File: config.mk
export PLATFORM = sky130hd
export DESIGN_NAME = rcsd_switch_track
export DESIGN_NICKNAME = d
export VERILOG_FILES = /design/src/hw/rtl/rcsd_pkg.sv /design/src/hw/rtl/rcsd_switch_track.sv
export SDC_FILE = /design/constraint.sdc
export NUM_CORES = 1
export LEC_CHECK = 0
export BUFFER_PORTS_ARGS = -buffer_cell sky130_fd_sc_hd__buf_2
export CORE_MARGIN = 2
export CORE_UTILIZATION = 47
export CTS_CLUSTER_DIAMETER = 100
export DETAILED_ROUTE_END_ITERATION = 12
export PLACE_DENSITY = 0.78
export SYNTH_ARGS = -nofsm -noshare
export SYNTH_HDL_FRONTEND = slang
export SYNTH_SLANG_ARGS = --single-unit
export TNS_END_PERCENT = 5
File: constraint.sdc
create_clock -name clk -period 2.7 [get_ports clk]
set_input_delay 0.27 -clock clk [delete_from_list [all_inputs] [get_ports clk]]
set_output_delay 0.27 -clock clk [all_outputs]
set_load 0.03 [all_outputs]
File: src/hw/rtl/rcsd_pkg.sv
// shared types and constants of the rc stick dead zone and mode switch block
`default_nettype none

package rcsd_pkg;

  localparam int CENTRE_US      = 1500;
  localparam int RANGE_LIMIT_US = 2100;

  localparam int AXIS_W      = 16;
  localparam int AXIS_MAX    = 32767;
  localparam int AXIS_NEG_MAG = 32768;
  localparam int FLAG_COUNT  = 7;

  // x = round(d * 16384 / 500) = floor((4096 * d + 62) / 125)
  localparam int DIV_PRE_SHIFT = 12;
  localparam int ROUND_BIAS    = 62;
  localparam int DIV_SHIFT     = 35;
  localparam int DIV_MULT_W    = 29;
  localparam logic [DIV_MULT_W-1:0] DIV_MULT = 29'd274877907;

  localparam int GAIN_FRAC  = 14;
  localparam int ROUND_HALF = 8192;

  localparam int DZ_W   = 14;
  localparam int GAIN_W = 16;
  localparam int THR_W  = 12;

  localparam int CFG_ADDR_W = 5;
  localparam int CFG_DATA_W = 32;
  localparam int REG_IDX_W  = 3;

  localparam logic [REG_IDX_W-1:0] REG_DZ_HALF      = 3'd0;
  localparam logic [REG_IDX_W-1:0] REG_RESCALE_GAIN = 3'd1;
  localparam logic [REG_IDX_W-1:0] REG_MODE_THR     = 3'd2;
  localparam logic [REG_IDX_W-1:0] REG_GEAR_THR     = 3'd3;
  localparam logic [REG_IDX_W-1:0] REG_REBOOT_THR   = 3'd4;

  localparam logic [DZ_W-1:0]   DZ_HALF_RST      = 14'd819;
  localparam logic [GAIN_W-1:0] RESCALE_GAIN_RST = 16'd17246;
  localparam logic [THR_W-1:0]  THR_RST          = 12'd1750;

  typedef struct packed {
    logic [DZ_W-1:0]   dz_half;
    logic [GAIN_W-1:0] rescale_gain;
    logic [THR_W-1:0]  mode_thr;
    logic [THR_W-1:0]  gear_thr;
    logic [THR_W-1:0]  reboot_thr;
  } cfg_t;

  typedef struct packed {
    logic in_hover;
    logic hover_entered;
    logic in_command;
    logic command_entered;
    logic reboot_fire;
    logic switch_range_bad;
  } flags_t;

  typedef struct packed {
    logic en_b;
    logic en_c;
    logic en_o;
  } lane_en_t;

endpackage

`default_nettype wire

File: src/hw/rtl/rcsd_switch_track.sv
// mode, gear and reboot switch tracking with entry flags
`default_nettype none

module rcsd_switch_track #(
  parameter int PULSE_BITS = 12
) (
  input  wire logic                   clk,
  input  wire logic                   rst_n,
  input  wire logic                   update,
  input  wire logic [PULSE_BITS-1:0]  mode,
  input  wire logic [PULSE_BITS-1:0]  gear,
  input  wire logic [PULSE_BITS-1:0]  reboot,
  input  rcsd_pkg::cfg_t              cfg,
  output rcsd_pkg::flags_t            flags
);

  localparam int CW = (PULSE_BITS > rcsd_pkg::THR_W) ? PULSE_BITS : rcsd_pkg::THR_W;

  logic [PULSE_BITS-1:0] prev_mode_r;
  logic [PULSE_BITS-1:0] prev_gear_r;
  logic [PULSE_BITS-1:0] prev_reboot_r;
  logic                  seen_r;
  logic                  hover_entry_r;
  logic                  command_r;
  logic                  command_entry_r;

  logic [CW-1:0]         pm;
  logic [CW-1:0]         pg;
  logic [CW-1:0]         pr;
  logic [CW-1:0]         cm;
  logic [CW-1:0]         cg;
  logic [CW-1:0]         cr;
  logic [CW-1:0]         mthr;
  logic [CW-1:0]         gthr;
  logic [CW-1:0]         rthr;
  logic [CW-1:0]         limit;

  logic                  hover_nxt;
  logic                  hover_entry_nxt;
  logic                  command_nxt;
  logic                  command_entry_nxt;
  logic                  fire;

  // first frame sees no crossing
  assign pm    = seen_r ? CW'(prev_mode_r)   : CW'(mode);
  assign pg    = seen_r ? CW'(prev_gear_r)   : CW'(gear);
  assign pr    = seen_r ? CW'(prev_reboot_r) : CW'(reboot);
  assign cm    = CW'(mode);
  assign cg    = CW'(gear);
  assign cr    = CW'(reboot);
  assign mthr  = CW'(cfg.mode_thr);
  assign gthr  = CW'(cfg.gear_thr);
  assign rthr  = CW'(cfg.reboot_thr);
  assign limit = CW'(rcsd_pkg::RANGE_LIMIT_US);

  always_comb begin
    hover_nxt         = cm > mthr;
    hover_entry_nxt   = hover_entry_r || (pm < mthr && hover_nxt);
    command_nxt       = command_r;
    command_entry_nxt = command_entry_r;
    if (hover_nxt) begin
      priority if (pg < gthr && cg > gthr) begin
        command_entry_nxt = 1'b1;
      end else if (cg < gthr) begin
        command_entry_nxt = 1'b0;
      end else begin
        command_entry_nxt = command_entry_r;
      end
      command_nxt = cg > gthr;
    end
    fire = !hover_nxt && !command_nxt && pr < rthr && cr > rthr;
  end

  assign flags.in_hover         = hover_nxt;
  assign flags.hover_entered    = hover_entry_nxt;
  assign flags.in_command       = command_nxt;
  assign flags.command_entered  = command_entry_nxt;
  assign flags.reboot_fire      = fire;
  assign flags.switch_range_bad = cm > limit || cg > limit || cr > limit;

  always_ff @(posedge clk) begin
    if (!rst_n) begin
      seen_r          <= 1'b0;
      hover_entry_r   <= 1'b0;
      command_r       <= 1'b1;
      command_entry_r <= 1'b0;
    end else if (update) begin
      seen_r          <= 1'b1;
      hover_entry_r   <= hover_entry_nxt;
      command_r       <= command_nxt;
      command_entry_r <= command_entry_nxt;
    end
  end

  always_ff @(posedge clk) begin
    if (update) begin
      prev_mode_r   <= mode;
      prev_gear_r   <= gear;
      prev_reboot_r <= reboot;
    end
  end

endmodule

`default_nettype wire

# [Yosys cells after proc, flatten, opt, wreduce, memory -nomap -nowiden]
# Cells that the tools add are included.
[op_classes] n_lt_le_gt_ge=10 muxes=7 reduce_logical=10
[op_table] operator="< comparator 12 bit" count=4
[op_table] operator="> comparator 12 bit" count=3
[op_table] operator="> comparator 12 bit, second input constant" count=3
[op_table] operator="2-to-1 mux 12 bit" count=3
[op_table] operator="logical AND 1 bit" count=5
[op_table] operator="2-to-1 mux 1 bit" count=4
[op_table] operator="logical OR 1 bit" count=3
[op_table] operator="zero test 1 bit" count=2
[totals] regBits=40 output_inout_bits=6 elab_cells=34

# [Logic depth before layout (Yosys ltp)]
[logic_depth] depth_word=6 ltp_mapped=11

# [Least setup slack after synthesis]
# OpenSTA, ideal clock, no wires.
[synth_path] path_kind="flip-flop to output port" startpoint="reg seen_r" endpoint="out flags[1] (netlist name)" arrival_ps=2455 t_required_ps=2430 slack_ps=-25 path_stages_with_launch=11 n_path_buf=3 path_cell_list="dfxtp_1 > buf_6 > clkbuf_1 > mux2_2 > ha_1 > a21oi_1 > nor2b_1 > a2111oi_0 > a211o_1 > and4_1 > buf_4"
[synth_between] elab_chain_cells=4
[synth_lines] element="from (decl)" line="rcsd_switch_track.sv:22" rtl="logic seen_r;"
[synth_lines] element="from (signal assigned)" line="rcsd_switch_track.sv:83" rtl="seen_r <= 1'b0;"
[synth_lines] element="from (signal assigned)" line="rcsd_switch_track.sv:88" rtl="seen_r <= 1'b1;"
[synth_lines] element="2-to-1 mux 12 bit" line="rcsd_switch_track.sv:47" rtl="assign pr = seen_r ? CW'(prev_reboot_r) : CW'(reboot);"
[synth_lines] element="< comparator 12 bit" line="rcsd_switch_track.sv:71" rtl="fire = !hover_nxt && !command_nxt && pr < rthr && cr > rthr;"
[synth_lines] element="logical AND 1 bit (2 in series)" line="rcsd_switch_track.sv:71"
[synth_lines] element="to (decl)" line="rcsd_switch_track.sv:14" rtl="output rcsd_pkg::flags_t flags"
# No other way between the ends.

==> results.json <==
{
  "crit_buf_inv": 3,
  "maxSlewViolCount": 0,
  "synth_top_family_by_area": "adder cells",
  "rr_worst_depth": 11,
  "drive_gt1_share_pct": 43.7,
  "dr_total_vias": 2919,
  "synth-compound-area-share_pct": 14.7,
  "clk_latency_ns": 0.29,
  "synth_xor_area_share_pct": 0,
  "ys.flop_type": "edfxtp_1",
  "ys_seq_area_share_pct": 33.7,
  "switching_share_pct": 31.3,
  "p_switching_uw": 587,
  "core_mm2": 0.00718,
  "final_cell_mix": "77 x buf_2, 49 x ha_1, 41 x inv_1",
  "grt_pass1_wl_um": 13800,
  "ys_warn_count": 0,
  "ant_nets": 0,
  "critPathTopFamily": "compound AO/OA/AOI/OAI gates",
  "pwr-share-comb_pct": 37.3,
  "tightest_slew_ns": 0.465,
  "gp_congestion": 0.873,
  "pwr-share-seq_pct": 39.7,
  "yosys.area_share.simple_pct": 8.57,
  "drt_iter0_drc": 83,
  "vdd_drop_max_v": 0.000267,
  "rsz0062_at_grt": "true",
  "worstPathMaxFanout": 6,
  "synthDominantCellAreaShare_pct": 31.4,
  "max_clock_freq_mhz": 353,
  "synth_fp_nets": 498,
  "die_y_um": 89.6,
  "path_class": "register to primary output",
  "root_buffer": "clkbuf_8",
  "h-tree-depth": 2,
  "routed_wirelength_um": 8970,
  "ys_types": 42,
  "synth_largest_area_cell": "edfxtp_1",
  "final_nets": 599,
  "path_cells": "buf_12, buf_4, mux2_4, ha_4, and2_4, nand3_2, a211o_1, o211a_1, a32o_2, buf_6",
  "hold_viol_final": 0,
  "critPathRequiredTime_ns": 2.43,
  "fin_crit_sh_pct": 105,
  "firstDrtPassIters": 4,
  "timing.final.ws_setup_ns": -0.133,
  "cts_inserted_buffers": 5,
  "antenna_found_initial": 0,
  "viasPerCell": 5.56,
  "grt_max_degree": 22,
  "final_common_cell": "buf_2",
  "cpMaxStageDelayCell": "dfxtp_4",
  "clkPwrFrac_pct": 23.0,
  "clock_path_buffers": 2,
  "cts_tree": "built",
  "numPortBuffers": 80,
  "avgSynthCellArea_um2": 10.6,
  "avgRoutedWirePerCell_um": 17.1,
  "grt_pass1_vias": 3109,
  "finalSetupViolations": 3,
  "die_area_mm2": 0.00803,
  "worst-path-stages": 10,
  "diodes": 0,
  "hold_slack_ns": 0.194,
  "clock-sinks": 40,
  "synth-async-reset-ratio_pct": 0,
  "final_core_util_pct": 64.6,
  "hold_depth": 1,
  "synthAdderAreaFrac_pct": 25.1,
  "leakage_nw": 2.11,
  "startpoint_type": "register",
  "fin_skew_ns": 0.00579,
  "status": "finished, violations left",
  "worstPathArrival_ns": 2.56,
  "internal-power_mw": 1.29,
  "critPathCaptureType": "primary output",
  "fin_crit_ns": 2.83,
  "synth_edf_count": 36,
  "syn_inst": 324,
  "p_total_mw": 1.88,
  "postLayoutCellArea_mm2": 0.00463,
  "drv_cap": 0,
  "power_density_mw_per_mm2": 405,
  "syn-cell-area_mm2": 0.00344,
  "clk_pin_slew_ns": 0.08,
  "violations": "setup timing",
  "min_path_type": "input pin to register",
  "io_pins": 111,
  "cp_slowest_stage_delay_ns": 0.42,
  "synthMuxAreaShare_pct": 11.7,
  "fillers": 579,
  "slew_headroom_pct": 69.0,
  "dieWidth_um": 89.6,
  "synth_seq_cells": 40,
  "grt-ovfl-total": 0,
  "dpl.hpwl_um": 6330,
  "multiInputGateArea_mm2": 0.00245,
  "area_delta_synth_final_pct": 34.5,
  "route.detailed.drc": 0,
  "rows": 31,
  "synth.area.top_cells": "edfxtp_1 31%, ha_1 25%, mux2_2 11%",
  "grtUsageTotal_pct": 22.3,
  "dpl-instance-area_mm2": 0.00397,
  "regArea_mm2": 0.00116,
  "start_util_pct": 48.0
}
## per-stage QoR
step           worst slack (ns)  cells  TNS [ns]
2_1_floorplan             0.116    324         0
3_3_place_gp             0.0272    499         0
3_5_place_dp             0.0327    499         0
4_1_cts                 -0.0981    519    -0.285
5_1_grt                  -0.191    525    -0.550
6_report                 -0.133    525    -0.265
## power groups by stage
stage	sequential (mW)	combinational [mW]	clock (mW)
finish	0.744	0.700	0.432
CTS	0.744	0.623	0.439
global placement	0.752	0.496	0
global route	0.749	0.773	0.464
detailed placement	0.755	0.522	0
floorplan	0.750	0.345	0
## registers in the layout, summed over array words and instances (netlist names)
signal	flops
prev_mode_r	12
seen_r	1
prev_gear_r	12
prev_reboot_r	12
hover_entry_r	1
command_entry_r	1
command_r	1
## path summary, 6_finish.rpt
path                      start               to  slack (ns)
setup / recovery         seen_r         flags[2]       -0.13
hold / removal          mode[0]   prev_mode_r[0]        0.19
setup reg to reg         seen_r  command_entry_r        0.28
hold reg to reg   hover_entry_r    hover_entry_r        0.46
## cell usage after synthesis, types with 5 or more instances
cell / count
o21a_1: 7
o211ai_1: 7
nand4_1: 11
inv_1: 41
nand3_1: 8
nor3_1: 6
ha_1: 69
mux2_2: 34
a21oi_1: 21
buf_4: 5
nor2b_1: 7
a21o_1: 5
o21ai_0: 8
nand2_1: 12
edfxtp_1: 36
## layer usage
| layer | track usage [%] | up-vias | part of all wire (%) |
|---|---|---|---|
| met5 | 0 | - | 0 |
| met1 | 26.7 | 1397 | 42 |
| met3 | 3.02 | 15 | 3.9 |
| met2 | 41.3 | 82 | 52 |
| met4 | 6.51 | 0 | 1.9 |
| li1 | - | 1425 | - |
## logic make-up (layout without fill, tap and decap cells)
| logic type | after synthesis | count (layout) |
|---|---|---|
| compound gates | 73 | 73 |
| fa+ha+maj | 69 | 69 |
| buf+inv | 50 | 152 |
| flops | 40 | 40 |
| mux | 36 | 36 |
| simple gates | 56 | 56 |
## cell type report
class / count / area share [%]
Sequential cell: 40 / 25.1
Multi-Input combinational cell: 234 / 52.8
Tap cell: 99 / 2.67
Clock buffer: 6 / 1.78
Clock inverter: 2 / 0.216
Timing Repair Buffer: 103 / 14.0
Inverter: 41 / 3.32
## what timing repair did
item                       in CTS  in global routing
hold buffers                    0                  0
setup buffers                  10                  8
setup endpoints to repair       3                  3
cloned                          2                  0
gates resized for setup        44                 30
pin swaps                      16                 19
hold endpoints to repair        0                  0
Note: power is estimated with default switching activity, not from simulation.
