`src/hw/rtl/rcsd_pkg.sv`:
```
// shared types and constants of the rc stick dead zone and mode switch block
`default_nettype none

package rcsd_pkg;

  localparam int CENTRE_US      = 1500;
  localparam int RANGE_LIMIT_US = 2100;

  localparam int AXIS_W      = 16;
  localparam int AXIS_MAX    = 32767;
  localparam int AXIS_NEG_MAG = 32768;
  localparam int FLAG_COUNT  = 7;

  // x = round(d * 16384 / 500) = floor((4096 * d + 62) / 125)
  localparam int DIV_PRE_SHIFT = 12;
  localparam int ROUND_BIAS    = 62;
  localparam int DIV_SHIFT     = 35;
  localparam int DIV_MULT_W    = 29;
  localparam logic [DIV_MULT_W-1:0] DIV_MULT = 29'd274877907;

  localparam int GAIN_FRAC  = 14;
  localparam int ROUND_HALF = 8192;

  localparam int DZ_W   = 14;
  localparam int GAIN_W = 16;
  localparam int THR_W  = 12;

  localparam int CFG_ADDR_W = 5;
  localparam int CFG_DATA_W = 32;
  localparam int REG_IDX_W  = 3;

  localparam logic [REG_IDX_W-1:0] REG_DZ_HALF      = 3'd0;
  localparam logic [REG_IDX_W-1:0] REG_RESCALE_GAIN = 3'd1;
  localparam logic [REG_IDX_W-1:0] REG_MODE_THR     = 3'd2;
  localparam logic [REG_IDX_W-1:0] REG_GEAR_THR     = 3'd3;
  localparam logic [REG_IDX_W-1:0] REG_REBOOT_THR   = 3'd4;

  localparam logic [DZ_W-1:0]   DZ_HALF_RST      = 14'd819;
  localparam logic [GAIN_W-1:0] RESCALE_GAIN_RST = 16'd17246;
  localparam logic [THR_W-1:0]  THR_RST          = 12'd1750;

  typedef struct packed {
    logic [DZ_W-1:0]   dz_half;
    logic [GAIN_W-1:0] rescale_gain;
    logic [THR_W-1:0]  mode_thr;
    logic [THR_W-1:0]  gear_thr;
    logic [THR_W-1:0]  reboot_thr;
  } cfg_t;

  typedef struct packed {
    logic in_hover;
    logic hover_entered;
    logic in_command;
    logic command_entered;
    logic reboot_fire;
    logic switch_range_bad;
  } flags_t;

  typedef struct packed {
    logic en_b;
    logic en_c;
    logic en_o;
  } lane_en_t;

endpackage

`default_nettype wire

```
`src/hw/rtl/rcsd_axis_lane.sv`:
```
// one stick channel: centre, scale, dead zone, gain and saturation over three stages
`default_nettype none

module rcsd_axis_lane #(
  parameter int PULSE_BITS = 12
) (
  input  wire logic                          clk,
  input  rcsd_pkg::lane_en_t                 en,
  input  wire logic [PULSE_BITS-1:0]         pulse,
  input  wire logic [rcsd_pkg::DZ_W-1:0]     dz_half,
  input  wire logic [rcsd_pkg::GAIN_W-1:0]   rescale_gain,
  output logic      [rcsd_pkg::AXIS_W-1:0]   axis,
  output logic                               axis_zero_nxt
);

  localparam int NW  = PULSE_BITS + rcsd_pkg::DIV_PRE_SHIFT;
  localparam int PW  = NW + rcsd_pkg::DIV_MULT_W;
  localparam int XW  = PW - rcsd_pkg::DIV_SHIFT;
  localparam int MPW = XW + rcsd_pkg::GAIN_W;
  localparam int SW  = MPW + 1;
  localparam int MW  = SW - rcsd_pkg::GAIN_FRAC;
  localparam logic [PULSE_BITS-1:0] CENTRE = PULSE_BITS'(rcsd_pkg::CENTRE_US);

  logic                          neg;
  logic [PULSE_BITS-1:0]         delta;
  logic [NW-1:0]                 num;
  logic [PW-1:0]                 quot_prod_nxt;
  logic [PW-1:0]                 quot_prod_r;
  logic                          neg_b_r;

  logic [XW-1:0]                 norm;
  logic [XW-1:0]                 excess;
  logic                          below_dz;
  logic [MPW-1:0]                mag_prod_nxt;
  logic [MPW-1:0]                mag_prod_r;
  logic                          zero_c_r;
  logic                          neg_c_r;

  logic [SW-1:0]                 rsum;
  logic [MW-1:0]                 mag;
  logic [rcsd_pkg::AXIS_W-1:0]   axis_nxt;
  logic [rcsd_pkg::AXIS_W-1:0]   axis_r;

  // stage a: distance from centre and constant divide by reciprocal
  assign neg           = pulse < CENTRE;
  assign delta         = neg ? CENTRE - pulse : pulse - CENTRE;
  assign num           = {delta, {rcsd_pkg::DIV_PRE_SHIFT{1'b0}}} + NW'(rcsd_pkg::ROUND_BIAS);
  assign quot_prod_nxt = PW'(num) * PW'(rcsd_pkg::DIV_MULT);

  // stage b: dead zone and gain
  assign norm         = quot_prod_r[PW-1:rcsd_pkg::DIV_SHIFT];
  assign below_dz     = norm <= XW'(dz_half);
  assign excess       = norm - XW'(dz_half);
  assign mag_prod_nxt = MPW'(excess) * MPW'(rescale_gain);

  // stage c: round, restore sign, saturate
  assign rsum = SW'(mag_prod_r) + SW'(rcsd_pkg::ROUND_HALF);
  assign mag  = rsum[SW-1:rcsd_pkg::GAIN_FRAC];

  always_comb begin
    axis_nxt = '0;
    if (!zero_c_r) begin
      if (neg_c_r) begin
        if (mag >= MW'(rcsd_pkg::AXIS_NEG_MAG)) begin
          axis_nxt = rcsd_pkg::AXIS_W'(rcsd_pkg::AXIS_NEG_MAG);
        end else begin
          axis_nxt = rcsd_pkg::AXIS_W'(0) - mag[rcsd_pkg::AXIS_W-1:0];
        end
      end else begin
        if (mag > MW'(rcsd_pkg::AXIS_MAX)) begin
          axis_nxt = rcsd_pkg::AXIS_W'(rcsd_pkg::AXIS_MAX);
        end else begin
          axis_nxt = mag[rcsd_pkg::AXIS_W-1:0];
        end
      end
    end
  end

  assign axis_zero_nxt = axis_nxt == '0;
  assign axis          = axis_r;

  always_ff @(posedge clk) begin
    if (en.en_b) begin
      quot_prod_r <= quot_prod_nxt;
      neg_b_r     <= neg;
    end
    if (en.en_c) begin
      mag_prod_r <= mag_prod_nxt;
      zero_c_r   <= below_dz;
      neg_c_r    <= neg_b_r;
    end
    if (en.en_o) begin
      axis_r <= axis_nxt;
    end
  end

endmodule

`default_nettype wire

```
`config.mk`:
```
export PLATFORM = sky130hd
export DESIGN_NAME = rcsd_axis_lane
export DESIGN_NICKNAME = d
export VERILOG_FILES = /design/src/hw/rtl/rcsd_pkg.sv /design/src/hw/rtl/rcsd_axis_lane.sv
export SDC_FILE = /design/constraint.sdc
export NUM_CORES = 1
export LEC_CHECK = 0
export BUFFER_PORTS_ARGS = -buffer_cell sky130_fd_sc_hd__buf_2
export CELL_PAD_IN_SITES_DETAIL_PLACEMENT = 1
export CELL_PAD_IN_SITES_GLOBAL_PLACEMENT = 1
export CORE_MARGIN = 8
export CORE_UTILIZATION = 52
export DETAILED_ROUTE_END_ITERATION = 8
export GPL_ROUTABILITY_DRIVEN = 0
export PLACE_DENSITY_LB_ADDON = 0.25
export SYNTH_ARGS = -nofsm -noshare
export SYNTH_HDL_FRONTEND = slang
export SYNTH_SLANG_ARGS = --single-unit
```
`constraint.sdc`:
```
create_clock -name clk -period 11.95 [get_ports clk]
set_clock_uncertainty 0.2 [all_clocks]
set_input_delay 0.5975 -clock clk [delete_from_list [all_inputs] [get_ports clk]]
set_output_delay 0.5975 -clock clk [all_outputs]
set_load 0.005 [all_outputs]
```
# Word level (Yosys, flattened, before mapping)
# Index checks and enable logic that the tools add are counted.
# op_classes
add_sub_neg	6
n_mux	5
reduce_logical	1
n_lt_le_gt_ge	4
multipliers	2
# op_table
op	count
$mux 16	4
$mul 24x29->53 const B	1
$add 34x14->35 const B	1
$mul 18x16->34	1
$add 24x6->24 const B	1
$ge 21x16->1 const B	1
$gt 21x15->1 const B	1
$le 18x14->1	1
$sub 18x14->18	1
$logic_not 16->1	1
$sub 1x16->16 const A	1
$lt 12x11->1 const B	1
$mux 12	1
$sub 11x12->12 const A	1
$sub 12x11->12 const B	1
# word_totals
output_inout_bits	17
input_bits	46
register_bits	106

# Logic depth before layout (Yosys ltp)
# depth
ltp_word	6
depth_mapped	37

# Worst setup path after synthesis
# OpenSTA, ideal clock, no wires.
# synth_path
path_kind	input port to flip-flop
from	input port dz_half[2] (netlist bit)
to	register mag_prod_r[33] (data pin)
stages	35
path_slack_ns	2.769
t_arrival_ns	8.722
setup_time_ns	0.260
cell_sequence	inv_1 > ha_1 > nor2b_1 > o21ai_1 > a21boi_0 > o21ai_0 > a21boi_0 > o21ai_0 > a21boi_0 > o21a_1 > o21ai_1 > buf_2 > mux2_2 > fa_1 > fa_1 > inv_1 > fa_1 > inv_1 > fa_1 > inv_1 > fa_1 > inv_1 > fa_1 > inv_1 > ha_1 > and3_1 > a221oi_1 > nor3b_1 > nand4bb_1 > a31oi_1 > a2111oi_0 > o2111ai_1 > a31oi_1 > a21oi_1 > xnor2_1
# synth_between
elab_chain_len	2
# synth_lines
element	line	source
start, declared	rcsd_axis_lane.sv:10	input wire logic [rcsd_pkg::DZ_W-1:0] dz_half,
$sub 18x14->18	rcsd_axis_lane.sv:53	assign excess = norm - XW'(dz_half);
$mul 18x16->34	rcsd_axis_lane.sv:54	assign mag_prod_nxt = MPW'(excess) * MPW'(rescale_gain);
named net mag_prod_nxt[33]	rcsd_axis_lane.sv:34	logic [MPW-1:0] mag_prod_nxt;
end signal, assigned	rcsd_axis_lane.sv:88	mag_prod_r <= mag_prod_nxt;
end, declared	rcsd_axis_lane.sv:35	logic [MPW-1:0] mag_prod_r;
# The timed path passes the listed nets, and every way through them passes these cells.
# A chain may end at the register's enable or synchronous reset.

# Worst setup path in the final report
# layout_path
from	input port dz_half[0] (netlist bit)
to	register mag_prod_r[30] (data pin)
# The elaborated chain is that of the path after synthesis.

==> insert_results.sql <==
INSERT INTO impl_metrics (metric_group, metric, value, unit) VALUES
('sta', 'slew_headroom', '0.2659', ''),
('clock_tree', 'cts_max_path_buffers', '2', ''),
('sta', 'hold-worst-slack', '0.4046', 'ns'),
('global_route', 'grt_remaining_overflow', '0', ''),
('synth', 'synth_largest_type_area_fraction', '0.3243', ''),
('clock_tree', 'cts.reportedPaths.clkPinSlew', '0.06', 'ns'),
('clock_tree', 'postCtsResizedCells', '0', ''),
('worst_setup_path', 'rr_startpoint', 'quot_prod_r[35]', ''),
('clock_tree', 'tritoncts', 'built', ''),
('clock_tree', 'post-cts-setup-buffer-count', '0', ''),
('global_route', 'grt_antenna_before_repair', '0', ''),
('synth', 'syn_avg_cell_area', '9.109', 'sq um'),
('synth', 'number_of_different_library_cells_in_the_post_synthesis_netlist', '77', ''),
('worst_setup_path', 'timing.critical_path.arrival', '10.08', 'ns'),
('clock_tree', 'cts.sink_count', '58', ''),
('worst_setup_path', 'timing.critical_path.slowest_cell_delay', '0.59', 'ns'),
('synth', 'synth_top_family_by_area', 'adder cells', ''),
('sta', 'fin_crit', '10.20', 'ns'),
('synth', 'synth_simple_gate_area_frac', '0.1473', ''),
('synth', 'ys_seq_elements', '58', ''),
('finish', 'area_growth', '5.796', '%'),
('synth', 'synth_edf_count', '58', ''),
('synth', 'netlist_instances', '2121', ''),
('synth', 'ys_seq_area_frac', '0.09015', ''),
('finish', 'antenna_cells', '0', ''),
('worst_setup_path', 'critical_path.startpoint', 'dz_half[0]', ''),
('finish', 'finish.net_count', '2809', ''),
('finish', 'area.sequential', '1742', 'sq um'),
('run', 'cap_viol_max_count', '0', ''),
('status', 'status', 'finished, final reports clean', ''),
('drt', 'vias', '14915', ''),
('sta', 'max_transition_viols_final', '0', ''),
('hold_path', 'worstHoldStart', 'neg_b_r', ''),
('sta', 'finalCritPeriodShare', '0.8535', ''),
('clock_tree', 'clkLatencyLatePin', '0.35', 'ns'),
('floorplan', 'vertical_die_dimension', '208.8', 'microns'),
('synth', 'synth-compound-area-share', '0.08827', ''),
('finish', 'multi_input_logic_area', '15510', 'sq um'),
('synth', 'post_synth_xor_area_fraction', '0.02947', ''),
('worst_setup_path', 'critical_path.n_buffers_inverters', '7', ''),
('floorplan', 'floorplan.die.width', '208.8', 'microns'),
('synth', 'netlist_top_cells_count', 'inv_1 (474), fa_1 (313), ha_1 (309)', ''),
('sta', 'final-setup-viol-count', '0', ''),
('placed_design', 'dp_hpwl', '47340', 'microns'),
('global_route', 'via_count_of_the_first_global_routing_pass', '17549', ''),
('sta', 'grt_setup_unrepaired', 'false', ''),
('synth', 'main_synth_ff_type', 'edfxtp_1', ''),
('global_route', 'largest_net_degree_at_the_start_of_global_routing', '41', ''),
('drt', 'route.detailed.wl_per_inst', '21.34', 'microns'),
('sta', 'worst_pin_slew', '1.094', 'ns'),
('worst_setup_path', 'cp.required', '11.84', 'ns'),
('sta', 'finalHoldViolCount', '0', ''),
('drt', 'drt_pass1_iterations', '5', ''),
('hold_path', 'hold_path.class', 'reg -> reg', ''),
('worst_setup_path', 'critPathMaxFanout', '16', ''),
('floorplan', 'floorplan.initialDensity', '0.5277', ''),
('synth', 'synth-adder-area-share', '0.5244', ''),
('sta', 'setup_total_negative_slack', '0', 'ns'),
('synth', 'yosys.area.top_type', 'fa_1', ''),
('synth', 'synthArstFlopShare', '0', ''),
('clock_tree', 'cts_inserted_buffers', '9', ''),
('drt', 'drc_errors', '0', ''),
('global_route', 'grt_first_pass_wirelength', '91630', 'microns'),
('floorplan', 'die_area', '43580', 'sq um'),
('clock_tree', 'cts_root_buffer', 'clkbuf_16', ''),
('drt', 'drt.antenna.violating_nets', '0', ''),
('worst_setup_path', 'crit_family', 'adder cells', ''),
('worst_setup_path', 'worst-setup-path-type', 'in -> reg', ''),
('finish', 'layout-drive-gt1-share', '0.06850', ''),
('floorplan', 'row_count', '70', ''),
('sta', 'max_freq', '98.05', 'MHz');
-- layout by cell type, fill, tap and decap left out, drive strengths merged, types with 7 or more instances in the layout --
cell type  instances
a211oi             7
a21boi            19
a21o              27
a21oi             62
a31oi             15
and2              71
and3              28
buf               84
clkbuf             9
edfxtp            58
fa               313
ha               309
inv              475
mux2              14
mux2i              9
nand2            159
nand2b            41
nand3             51
nand4              8
nor2              73
nor2b             43
nor3              25
nor4               8
o211ai            10
o21a              10
o21ai             52
or3               12
xnor2             39
xor2              26
-- state kept, by name, summed over array words and instances (netlist names) --
name         count
mag_prod_r      21
quot_prod_r     18
axis            16
neg_b_r          1
neg_c_r          1
zero_c_r         1
-- per-stage QoR --
step / std cells / worst slack [ns] / utilization / area, sq um
6_report: 2614 / 1.751 / 0.5583 / 20440
5_1_grt: 2614 / 1.084 / 0.5583 / 20440
4_1_cts: 2614 / 1.766 / 0.5583 / 20440
3_5_place_dp: 2598 / 1.453 / 0.5487 / 20090
3_3_place_gp: 2598 / 1.793 / 0.5487 / 20090
2_1_floorplan: 2121 / 2.769 / - / 19320
-- layer usage --
metal  track usage  routed length [microns]
met5             0                        0
met4        0.1128                     2351
met3       0.03382                     1986
met2        0.5071                    30240
met1        0.2862                    21190
-- cells by family after synthesis --
group / Yosys count
adder cells (fa/ha/maj): 622
buffers and inverters: 549
AND/OR/NAND/NOR: 548
AO/OA/AOI/OAI: 256
XOR/XNOR: 65
flip-flops: 58
multiplexers: 23
-- worst paths after layout --
check | end | slack (ns) | cells after the start
worst min-delay path | neg_c_r | 0.40 | 0
worst max register to register | mag_prod_r[30] | 1.78 | 36
worst max-delay path | mag_prod_r[30] | 1.75 | 36
worst min register to register | neg_c_r | 0.40 | 0
-- cell type report --
type,count,share of cell area
clock inverter,7,0.006121
clock buffer,9,0.01102
timing repair buffer,84,0.02326
tap,468,0.02865
inverter,474,0.08705
multi-input combinational,1514,0.7587
sequential,58,0.08521
Power is left out: the tool's default activity adds up to more than one toggle a clock period on the data nets, which glitch-free logic cannot reach.
