**src/hw/rtl/rcsd_pkg.sv**
```systemverilog
// shared types and constants of the rc stick dead zone and mode switch block
`default_nettype none

package rcsd_pkg;

  localparam int CENTRE_US      = 1500;
  localparam int RANGE_LIMIT_US = 2100;

  localparam int AXIS_W      = 16;
  localparam int AXIS_MAX    = 32767;
  localparam int AXIS_NEG_MAG = 32768;
  localparam int FLAG_COUNT  = 7;

  // x = round(d * 16384 / 500) = floor((4096 * d + 62) / 125)
  localparam int DIV_PRE_SHIFT = 12;
  localparam int ROUND_BIAS    = 62;
  localparam int DIV_SHIFT     = 35;
  localparam int DIV_MULT_W    = 29;
  localparam logic [DIV_MULT_W-1:0] DIV_MULT = 29'd274877907;

  localparam int GAIN_FRAC  = 14;
  localparam int ROUND_HALF = 8192;

  localparam int DZ_W   = 14;
  localparam int GAIN_W = 16;
  localparam int THR_W  = 12;

  localparam int CFG_ADDR_W = 5;
  localparam int CFG_DATA_W = 32;
  localparam int REG_IDX_W  = 3;

  localparam logic [REG_IDX_W-1:0] REG_DZ_HALF      = 3'd0;
  localparam logic [REG_IDX_W-1:0] REG_RESCALE_GAIN = 3'd1;
  localparam logic [REG_IDX_W-1:0] REG_MODE_THR     = 3'd2;
  localparam logic [REG_IDX_W-1:0] REG_GEAR_THR     = 3'd3;
  localparam logic [REG_IDX_W-1:0] REG_REBOOT_THR   = 3'd4;

  localparam logic [DZ_W-1:0]   DZ_HALF_RST      = 14'd819;
  localparam logic [GAIN_W-1:0] RESCALE_GAIN_RST = 16'd17246;
  localparam logic [THR_W-1:0]  THR_RST          = 12'd1750;

  typedef struct packed {
    logic [DZ_W-1:0]   dz_half;
    logic [GAIN_W-1:0] rescale_gain;
    logic [THR_W-1:0]  mode_thr;
    logic [THR_W-1:0]  gear_thr;
    logic [THR_W-1:0]  reboot_thr;
  } cfg_t;

  typedef struct packed {
    logic in_hover;
    logic hover_entered;
    logic in_command;
    logic command_entered;
    logic reboot_fire;
    logic switch_range_bad;
  } flags_t;

  typedef struct packed {
    logic en_b;
    logic en_c;
    logic en_o;
  } lane_en_t;

endpackage

`default_nettype wire

```
**src/hw/rtl/rcsd_cfg_regs.sv**
```systemverilog
// apb configuration registers
`default_nettype none

module rcsd_cfg_regs (
  input  wire logic                             clk,
  input  wire logic                             rst_n,
  input  wire logic                             psel,
  input  wire logic                             penable,
  input  wire logic                             pwrite,
  input  wire logic [rcsd_pkg::CFG_ADDR_W-1:0]  paddr,
  input  wire logic [rcsd_pkg::CFG_DATA_W-1:0]  pwdata,
  output logic      [rcsd_pkg::CFG_DATA_W-1:0]  prdata,
  output logic                                  pready,
  output rcsd_pkg::cfg_t                        cfg
);

  rcsd_pkg::cfg_t                    cfg_r;
  rcsd_pkg::cfg_t                    cfg_nxt;
  logic [rcsd_pkg::REG_IDX_W-1:0]    reg_idx;
  logic                              wr_en;

  assign reg_idx = paddr[rcsd_pkg::CFG_ADDR_W-1:2];
  assign wr_en   = psel && penable && pwrite;
  assign pready  = 1'b1;
  assign cfg     = cfg_r;

  always_comb begin
    cfg_nxt = cfg_r;
    if (wr_en) begin
      unique case (reg_idx)
        rcsd_pkg::REG_DZ_HALF:      cfg_nxt.dz_half      = pwdata[rcsd_pkg::DZ_W-1:0];
        rcsd_pkg::REG_RESCALE_GAIN: cfg_nxt.rescale_gain = pwdata[rcsd_pkg::GAIN_W-1:0];
        rcsd_pkg::REG_MODE_THR:     cfg_nxt.mode_thr     = pwdata[rcsd_pkg::THR_W-1:0];
        rcsd_pkg::REG_GEAR_THR:     cfg_nxt.gear_thr     = pwdata[rcsd_pkg::THR_W-1:0];
        rcsd_pkg::REG_REBOOT_THR:   cfg_nxt.reboot_thr   = pwdata[rcsd_pkg::THR_W-1:0];
        default:                    cfg_nxt = cfg_r;
      endcase
    end
  end

  always_ff @(posedge clk) begin
    if (!rst_n) begin
      cfg_r.dz_half      <= rcsd_pkg::DZ_HALF_RST;
      cfg_r.rescale_gain <= rcsd_pkg::RESCALE_GAIN_RST;
      cfg_r.mode_thr     <= rcsd_pkg::THR_RST;
      cfg_r.gear_thr     <= rcsd_pkg::THR_RST;
      cfg_r.reboot_thr   <= rcsd_pkg::THR_RST;
    end else begin
      cfg_r <= cfg_nxt;
    end
  end

  always_comb begin
    unique case (reg_idx)
      rcsd_pkg::REG_DZ_HALF:      prdata = rcsd_pkg::CFG_DATA_W'(cfg_r.dz_half);
      rcsd_pkg::REG_RESCALE_GAIN: prdata = rcsd_pkg::CFG_DATA_W'(cfg_r.rescale_gain);
      rcsd_pkg::REG_MODE_THR:     prdata = rcsd_pkg::CFG_DATA_W'(cfg_r.mode_thr);
      rcsd_pkg::REG_GEAR_THR:     prdata = rcsd_pkg::CFG_DATA_W'(cfg_r.gear_thr);
      rcsd_pkg::REG_REBOOT_THR:   prdata = rcsd_pkg::CFG_DATA_W'(cfg_r.reboot_thr);
      default:                    prdata = '0;
    endcase
  end

endmodule

`default_nettype wire

```
**config.mk**
```make
export PLATFORM = sky130hd
export DESIGN_NAME = rcsd_cfg_regs
export DESIGN_NICKNAME = d
export VERILOG_FILES = /design/src/hw/rtl/rcsd_pkg.sv /design/src/hw/rtl/rcsd_cfg_regs.sv
export SDC_FILE = /design/constraint.sdc
export NUM_CORES = 1
export LEC_CHECK = 0
export BUFFER_PORTS_ARGS = -buffer_cell sky130_fd_sc_hd__buf_2
export CAP_MARGIN = 10
export CORE_MARGIN = 2
export CORE_UTILIZATION = 48
export DETAILED_ROUTE_END_ITERATION = 10
export PLACE_DENSITY = 0.8
export SLEW_MARGIN = 15
export SYNTH_ARGS = -nofsm -noshare
export SYNTH_HDL_FRONTEND = slang
export SYNTH_SLANG_ARGS = --single-unit
```
**constraint.sdc**
```tcl
create_clock -name clk -period 1.2 [get_ports clk]
set_clock_uncertainty 0.05 [all_clocks]
set_input_delay 0.12 -clock clk [delete_from_list [all_inputs] [get_ports clk]]
set_output_delay 0.12 -clock clk [all_outputs]
set_load 0.01 [all_outputs]
```
Word level (Yosys, flattened, before mapping)

Index checks and enable logic that the tools add are counted.

Equality and inequality tests: 4
Muxes and demuxes: 1
Reduce and logical (&&, ||, !) cells: 8

Operators by type and width:

| kind                 | number |
|---|---|
| $pmux W16 S5         | 1 |
| $reduce_and A2 Y1    | 5 |
| $eq A3 B2 Y1 const B | 2 |
| $eq A3 B1 Y1 const B | 1 |
| $eq A3 B3 Y1 const B | 1 |
| $logic_not A3 Y1     | 1 |
| $logic_and A1 B1 Y1  | 2 |

Register bits: 66
Input port bits: 42
Output and inout bits: 99
Word-level logic and storage cells: 18

Depth between registers and ports, before layout

Gate-level depths: netlist of the first run.

Depth after elaboration: 3
Gate-level depth with buffers: 5
Gate-level depth less buffers: 3

Least setup slack after synthesis of the first run

No wires, ideal clock.

Kind: input to output
From: input paddr[3] in the netlist's numbering
To: output prdata[1] in the netlist's numbering
Arrival: 0.988 ns
Data required time: 1.030 ns
Slack: 0.042 ns
Stages: 4
Path buffers: 1
Cells stage by stage: buf_4 > nor2_2 > a22oi_1 > o22ai_1

Longest elaborated chain between the ends: 2
Elaborated cells between the ends (all ways): 6
Classes of those cells: eq/ne: 4; mux: 1; reduce/logical: 1

Ends and longest elaborated chain:

| what                                 | RTL line            | text |
|---|---|---|
| start, declared                      | rcsd_cfg_regs.sv:10 | `input wire logic [rcsd_pkg::CFG_ADDR_W-1:0] paddr,` |
| $eq A3 B3 Y1 (tied with other cells) | rcsd_cfg_regs.sv:54 | `unique case (reg_idx)` |
| $pmux W16 S5 (*)                     | rcsd_cfg_regs.sv:54 |  |
| end, declared                        | rcsd_cfg_regs.sv:12 | `output logic [rcsd_pkg::CFG_DATA_W-1:0] prdata,` |

Mark *: on every way between the ends. The rest lies on a longest branch, timed or not.

Worst setup path after layout of the first run

From: register cfg_r, in the netlist cfg[37]
To: output prdata[1] in the netlist's numbering

Longest elaborated chain between the ends: 1

Ends and longest elaborated chain:

| what                   | RTL line            | text |
|---|---|---|
| start, declared        | rcsd_cfg_regs.sv:17 | `rcsd_pkg::cfg_t cfg_r;` |
| start signal, assigned | rcsd_cfg_regs.sv:49 | `cfg_r <= cfg_nxt;` |
| $pmux W16 S5           | rcsd_cfg_regs.sv:54 |  |

Every way passes these cells.

==> run summary, run 1 <==
Synth Warn # = 0
Hold EP = cfg[64]
critical path arrival = 1.30 ns
Netlist cell types = 39
worst vdd ir = 583 uV
Starting Density = 0.497
P&R area growth vs syn = 35.3%
Final HPWL DP = 6350 um
initial antenna violation count = 0
worst setup margin = -0.269 ns
post-synthesis async set-or-reset flop share = 0
Synth Area in Compound Gates = 0.0726
Final Wtd Congestion = 0.781
EDFF count, synth = 0
Post-Syn Area = 0.00338 mm^2
Die Area = 0.00772 mm^2
Static Leak = 0.00236 uW
synthesis-stage register bit count = 66
failing checks = negative hold slack, negative setup slack
WP data required = 1.03 ns
Rows = 30
minimum clock period = 1.47 ns
total CTS buffers = 9
worst min path class = primary input to flip-flop
chip width = 87.9 um
Final nets = 538
Clk Latency, worst-skew pair = 0.33 ns
DRT iter0 DRCs = 138
layout cell share with drive strength beyond 1 = 0.472
most frequent cells in the layout = 105 x buf_2, 80 x mux2i_1, 58 x buf_4
Pwr Density = 974 mW/mm^2
max cap viols = 0
mux cell area share after synthesis = 0.244
Worst R2R End = cfg[16]
largest family of logic cells by synthesized area = multiplexers
Reg2Reg Depth = 3
ant diodes = 0
Seq/Total Area, Yosys = 0.391
CP Max Fanout = 2
most common cell after layout, fill and taps aside = buf_2
vias in the first global route = 2,831
Bufs on Longest Clock Path = 2
GR Util All Layers = 0.240
H-Tree Depth = 3
post-route clock period utilization = 1.22
Mapped Cells = 341
critical path launch point = cfg[37]
Initial DRT Pass Iterations = 5
Reg2Reg Setup Slack = 0.36 ns
crit end category = output port
drt total wl = 9250 um
Slew Viols, Final = 0
I/O Pins = 141
CTS Sinks = 66
TritonCTS clock tree = yes
Hold Fails Final Rpt = 1
RSZ-0062 raised after global routing = true
DRC viols = 0
Post-DRT Antenna Nets = 0
Hold Path Depth = 3
Filler cells = 536
status = finished, violations left
vias = 3,005
max reg flops = 66
adder-cell area share of the yosys netlist = 0
Synth Area in Simple Gates = 0.186
Syn Area/Cell = 9.90 um^2
Min Hold Slack = -0.000899 ns
first-pass GRT wire length = 14,100 um
Setup CP Type = flip-flop to output port
Core ar. = 0.00679 mm^2
grt ovf = 0
pre-CTS setup slack = -0.170 ns
Worst Hold Launch = pwdata[12]
DP Cell Count = 548
reg2reg start = cfg[16]
count of final setup violators = 12
Non-Filler Instances = 596
Post-synth top flop = dfxtp_1
clock slew at reported path FFs = 0.07 ns
maximum clock rate = 0.681 GHz
Port Buffers = 105
startpoint types = flip-flop
Root Buffer = clkbuf_8
Die Height = 87.9 um
largest net degree at the start of global routing = 31
post-DR vias/cell = 5.04
xor/xnor share of the synthesized area = 0
WL/cell = 15.5 um
## Yosys cell counts (6+ instances only)
cell | n | share of area
mux2i_1 | 81 | 0.24
dfxtp_1 | 66 | 0.39
nand2_1 | 43 | 0.048
nor2b_1 | 34 | 0.063
buf_4 | 22 | 0.049
o22ai_1 | 10 | 0.019
a21o_1 | 9 | 0.020
inv_1 | 9 | 0.010
o211ai_1 | 9 | 0.020
buf_2 | 6 | 0.0089
buf_6 | 6 | 0.020
clkbuf_1 | 6 | 0.0067
nand3_1 | 6 | 0.0089
## per-layer routing
| layer | up-vias | share of wire | GRT usage |
|---|---|---|---|
| li1 | 1454 | - | - |
| met1 | 1426 | 0.43 | 0.304 |
| met2 | 114 | 0.49 | 0.407 |
| met3 | 11 | 0.066 | 0.0575 |
| met4 | 0 | 0.0089 | 0.0671 |
| met5 | - | 0 | 0 |
## how the worst max path moves through the flow
stage                      endpoint  slack [ns]  cells past startpoint
after floorplan           prdata[1]        0.04                      4
after global placement    prdata[7]       -0.13                      6
after detailed placement  prdata[8]       -0.17                      6
after CTS                 prdata[1]       -0.26                      4
after global routing      prdata[3]       -0.30                      4
final                     prdata[1]       -0.27                      4
## power by group
| group | internal, uW | switching [uW] | total, uW |
|---|---|---|---|
| logic | 257 | 307 | 563 |
| clock network | 850 | 814 | 1660 |
| registers | 2210 | 12.9 | 2220 |
## critical path, cell delays in order (launching register included)
cell	delay, ns
dfxtp_2	0.32
mux2_2	0.27
a22oi_2	0.15
o22ai_1	0.09
buf_2	0.14
## layout make-up
type / count / area (um^2) / area share
clock buffers: 13 / 159 / 0.0348
clock inverters: 2 / 12.5 / 0.00274
inverters: 9 / 33.8 / 0.00740
multi-input cells: 239 / 1780 / 0.390
flip-flops and latches: 66 / 1370 / 0.300
well taps: 96 / 120 / 0.0263
repair buffers: 171 / 1090 / 0.239
## cells by family after synthesis
group | count (synthesis)
buf+inv | 51
mux | 82
other cells | 2
compound gates | 35
simple gates | 105
flops | 66
## metrics by stage
stage	TNS [ns]	cell area, um^2	util	total power (uW)
final	-2.15	4570	0.672	4450
after global routing	-3.00	4570	0.672	4600
after CTS	-2.05	4540	0.668	4450
after detailed placement	-4.75	4080	0.600	2800
after global placement	-2.95	4080	0.600	2790
after floorplan	0	3430	-	2640
## what timing repair did
action / CTS / global route
hold buffers: 3 / 0
hold endpoints to repair: 3 / 0
buffers inserted: 28 / 2
setup endpoints to repair: 14 / 14
pin swaps: 10 / 2
gates resized for setup: 39 / 6
Power figures use the tool's default switching activity.
==> run 2: changes to the inputs <==
--- a/config.mk
+++ b/config.mk
@@ -11,6 +11,7 @@
 export CORE_UTILIZATION = 48
 export DETAILED_ROUTE_END_ITERATION = 10
 export PLACE_DENSITY = 0.8
+export REMOVE_ABC_BUFFERS = 1
 export SLEW_MARGIN = 15
 export SYNTH_ARGS = -nofsm -noshare
 export SYNTH_HDL_FRONTEND = slang
==> run summary, run 2 (same netlist as run 1, synthesis figures left out) <==
status = finished, violations left
failing checks = negative setup slack
first-pass GRT wire length = 14,700 um
Net Sw Power = 1090 uW
Port Buffers = 105
I/O Pins = 141
Pwr Density = 930 mW/mm^2
CTS Sinks = 66
Comb pwr share = 0.134
Pint = 3240 uW
crit end category = output port
critical path's slowest cell = dfxtp_2
minimum clock period = 1.44 ns
WP data required = 1.03 ns
chip width = 87.9 um
TritonCTS clock tree = yes
worst setup margin = -0.237 ns
Die Area = 0.00772 mm^2
Bufs on Longest Clock Path = 2
Multi-input gate area = 0.00178 mm^2
startpoint types = flip-flop
WP buf/inv = 1
Final TNS setup = -1.87 ns
post-DR vias/cell = 5.03
clock share of power = 0.353
DRT iter0 DRCs = 125
Final HPWL DP = 6230 um
Static Leak = 0.00241 uW
Seq pwr share = 0.513
layout cell share with drive strength beyond 1 = 0.484
Clk Latency, worst-skew pair = 0.33 ns
clock slew at reported path FFs = 0.07 ns
grt ovf = 0
Final Wtd Congestion = 0.861
max cap viols = 0
Core ar. = 0.00679 mm^2
Final nets = 549
WL/cell = 15.5 um
P&R area growth vs syn = 38.0%
vias = 3,038
worst-path cell chain = mux2_2, a22oi_2, o22ai_1, buf_2
Root Buffer = clkbuf_8
peak per-stage delay on the critical path = 0.33 ns
GR Util All Layers = 0.249
Slew Viols, Final = 0
initial antenna violation count = 0
critical path arrival = 1.27 ns
Min Hold Slack = 0.0121 ns
post-route clock period utilization = 1.20
CP Max Fanout = 3
Setup CP Type = flip-flop to output port
Filler cells = 520
vias in the first global route = 3,020
largest net degree at the start of global routing = 35
Die Height = 87.9 um
max reg flops = 66
worst vdd ir = 613 uV
CP top delay family = flip-flops
Initial DRT Pass Iterations = 4
drt total wl = 9340 um
H-Tree Depth = 3
most frequent cells in the layout = 103 x buf_2, 81 x mux2i_1, 64 x buf_4
total CTS buffers = 9
count of final setup violators = 13
Starting Density = 0.497
RSZ-0062 raised after global routing = true
Hold Fails Final Rpt = 0
most common cell after layout, fill and taps aside = buf_2
maximum clock rate = 0.696 GHz
Register Area = 0.00138 mm^2
Design Power = 4330 uW
Post-DRT Antenna Nets = 0
worst min path class = primary input to flip-flop
Sw Share = 0.253
DRC viols = 0
ant diodes = 0
Rows = 30
run 2: metal layers:
layer / vias up / global-route usage / share of wire
met3: 10 / 0.0386 / 0.045
met5: - / 0 / 0
met1: 1457 / 0.304 / 0.44
met2: 103 / 0.433 / 0.50
li1: 1468 / - / -
met4: 0 / 0.113 / 0.016
run 2: what timing repair did:
action,in CTS,in global routing
endpoints found under the hold margin,9,0
pin swaps,10,3
hold buffers,7,0
resized for setup,47,8
setup endpoints to repair,16,15
buffers inserted,34,3
run 2: path summary, 6_finish.rpt:
check / depth (start not counted) / to / from / slack [ns]
max: 4 / prdata[1] / cfg[13] / -0.24
max reg2reg: 4 / cfg[30] / cfg[30] / 0.29
min reg2reg: 2 / cfg[49] / cfg[49] / 0.42
min: 3 / cfg[56] / pwdata[4] / 0.01
run 2: power groups by stage:
stage / Clock (uW) / Sequential [uW] / Combinational (uW)
CTS: 1560 / 2220 / 574
finish: 1530 / 2220 / 582
global placement: 0 / 2270 / 522
global route: 1650 / 2220 / 628
floorplan: 0 / 2280 / 225
detailed placement: 0 / 2270 / 531
run 2: cell type report:
type,count,area share
timing repair buffer,182,0.258
sequential,66,0.296
multi-input combinational,239,0.382
tap,96,0.0258
clock buffer,11,0.0303
inverter,9,0.00725
clock inverter,1,0.00107
run 2: worst reg2reg max path, stage by stage (launching register included):
cell     delay (ns)
dfxtp_2        0.32
buf_4          0.13
buf_6          0.11
nor2b_1        0.11
mux2i_1        0.07
run 2: per-stage QoR:
stage	std cells	setup slack, ns	cell area, um^2	util
finish	604	-0.237	4660	0.686
global route	604	-0.291	4660	0.686
CTS	601	-0.275	4620	0.680
detailed placement	548	-0.185	4080	0.600
global placement	548	-0.150	4080	0.600
floorplan	314	-0.366	3110	-
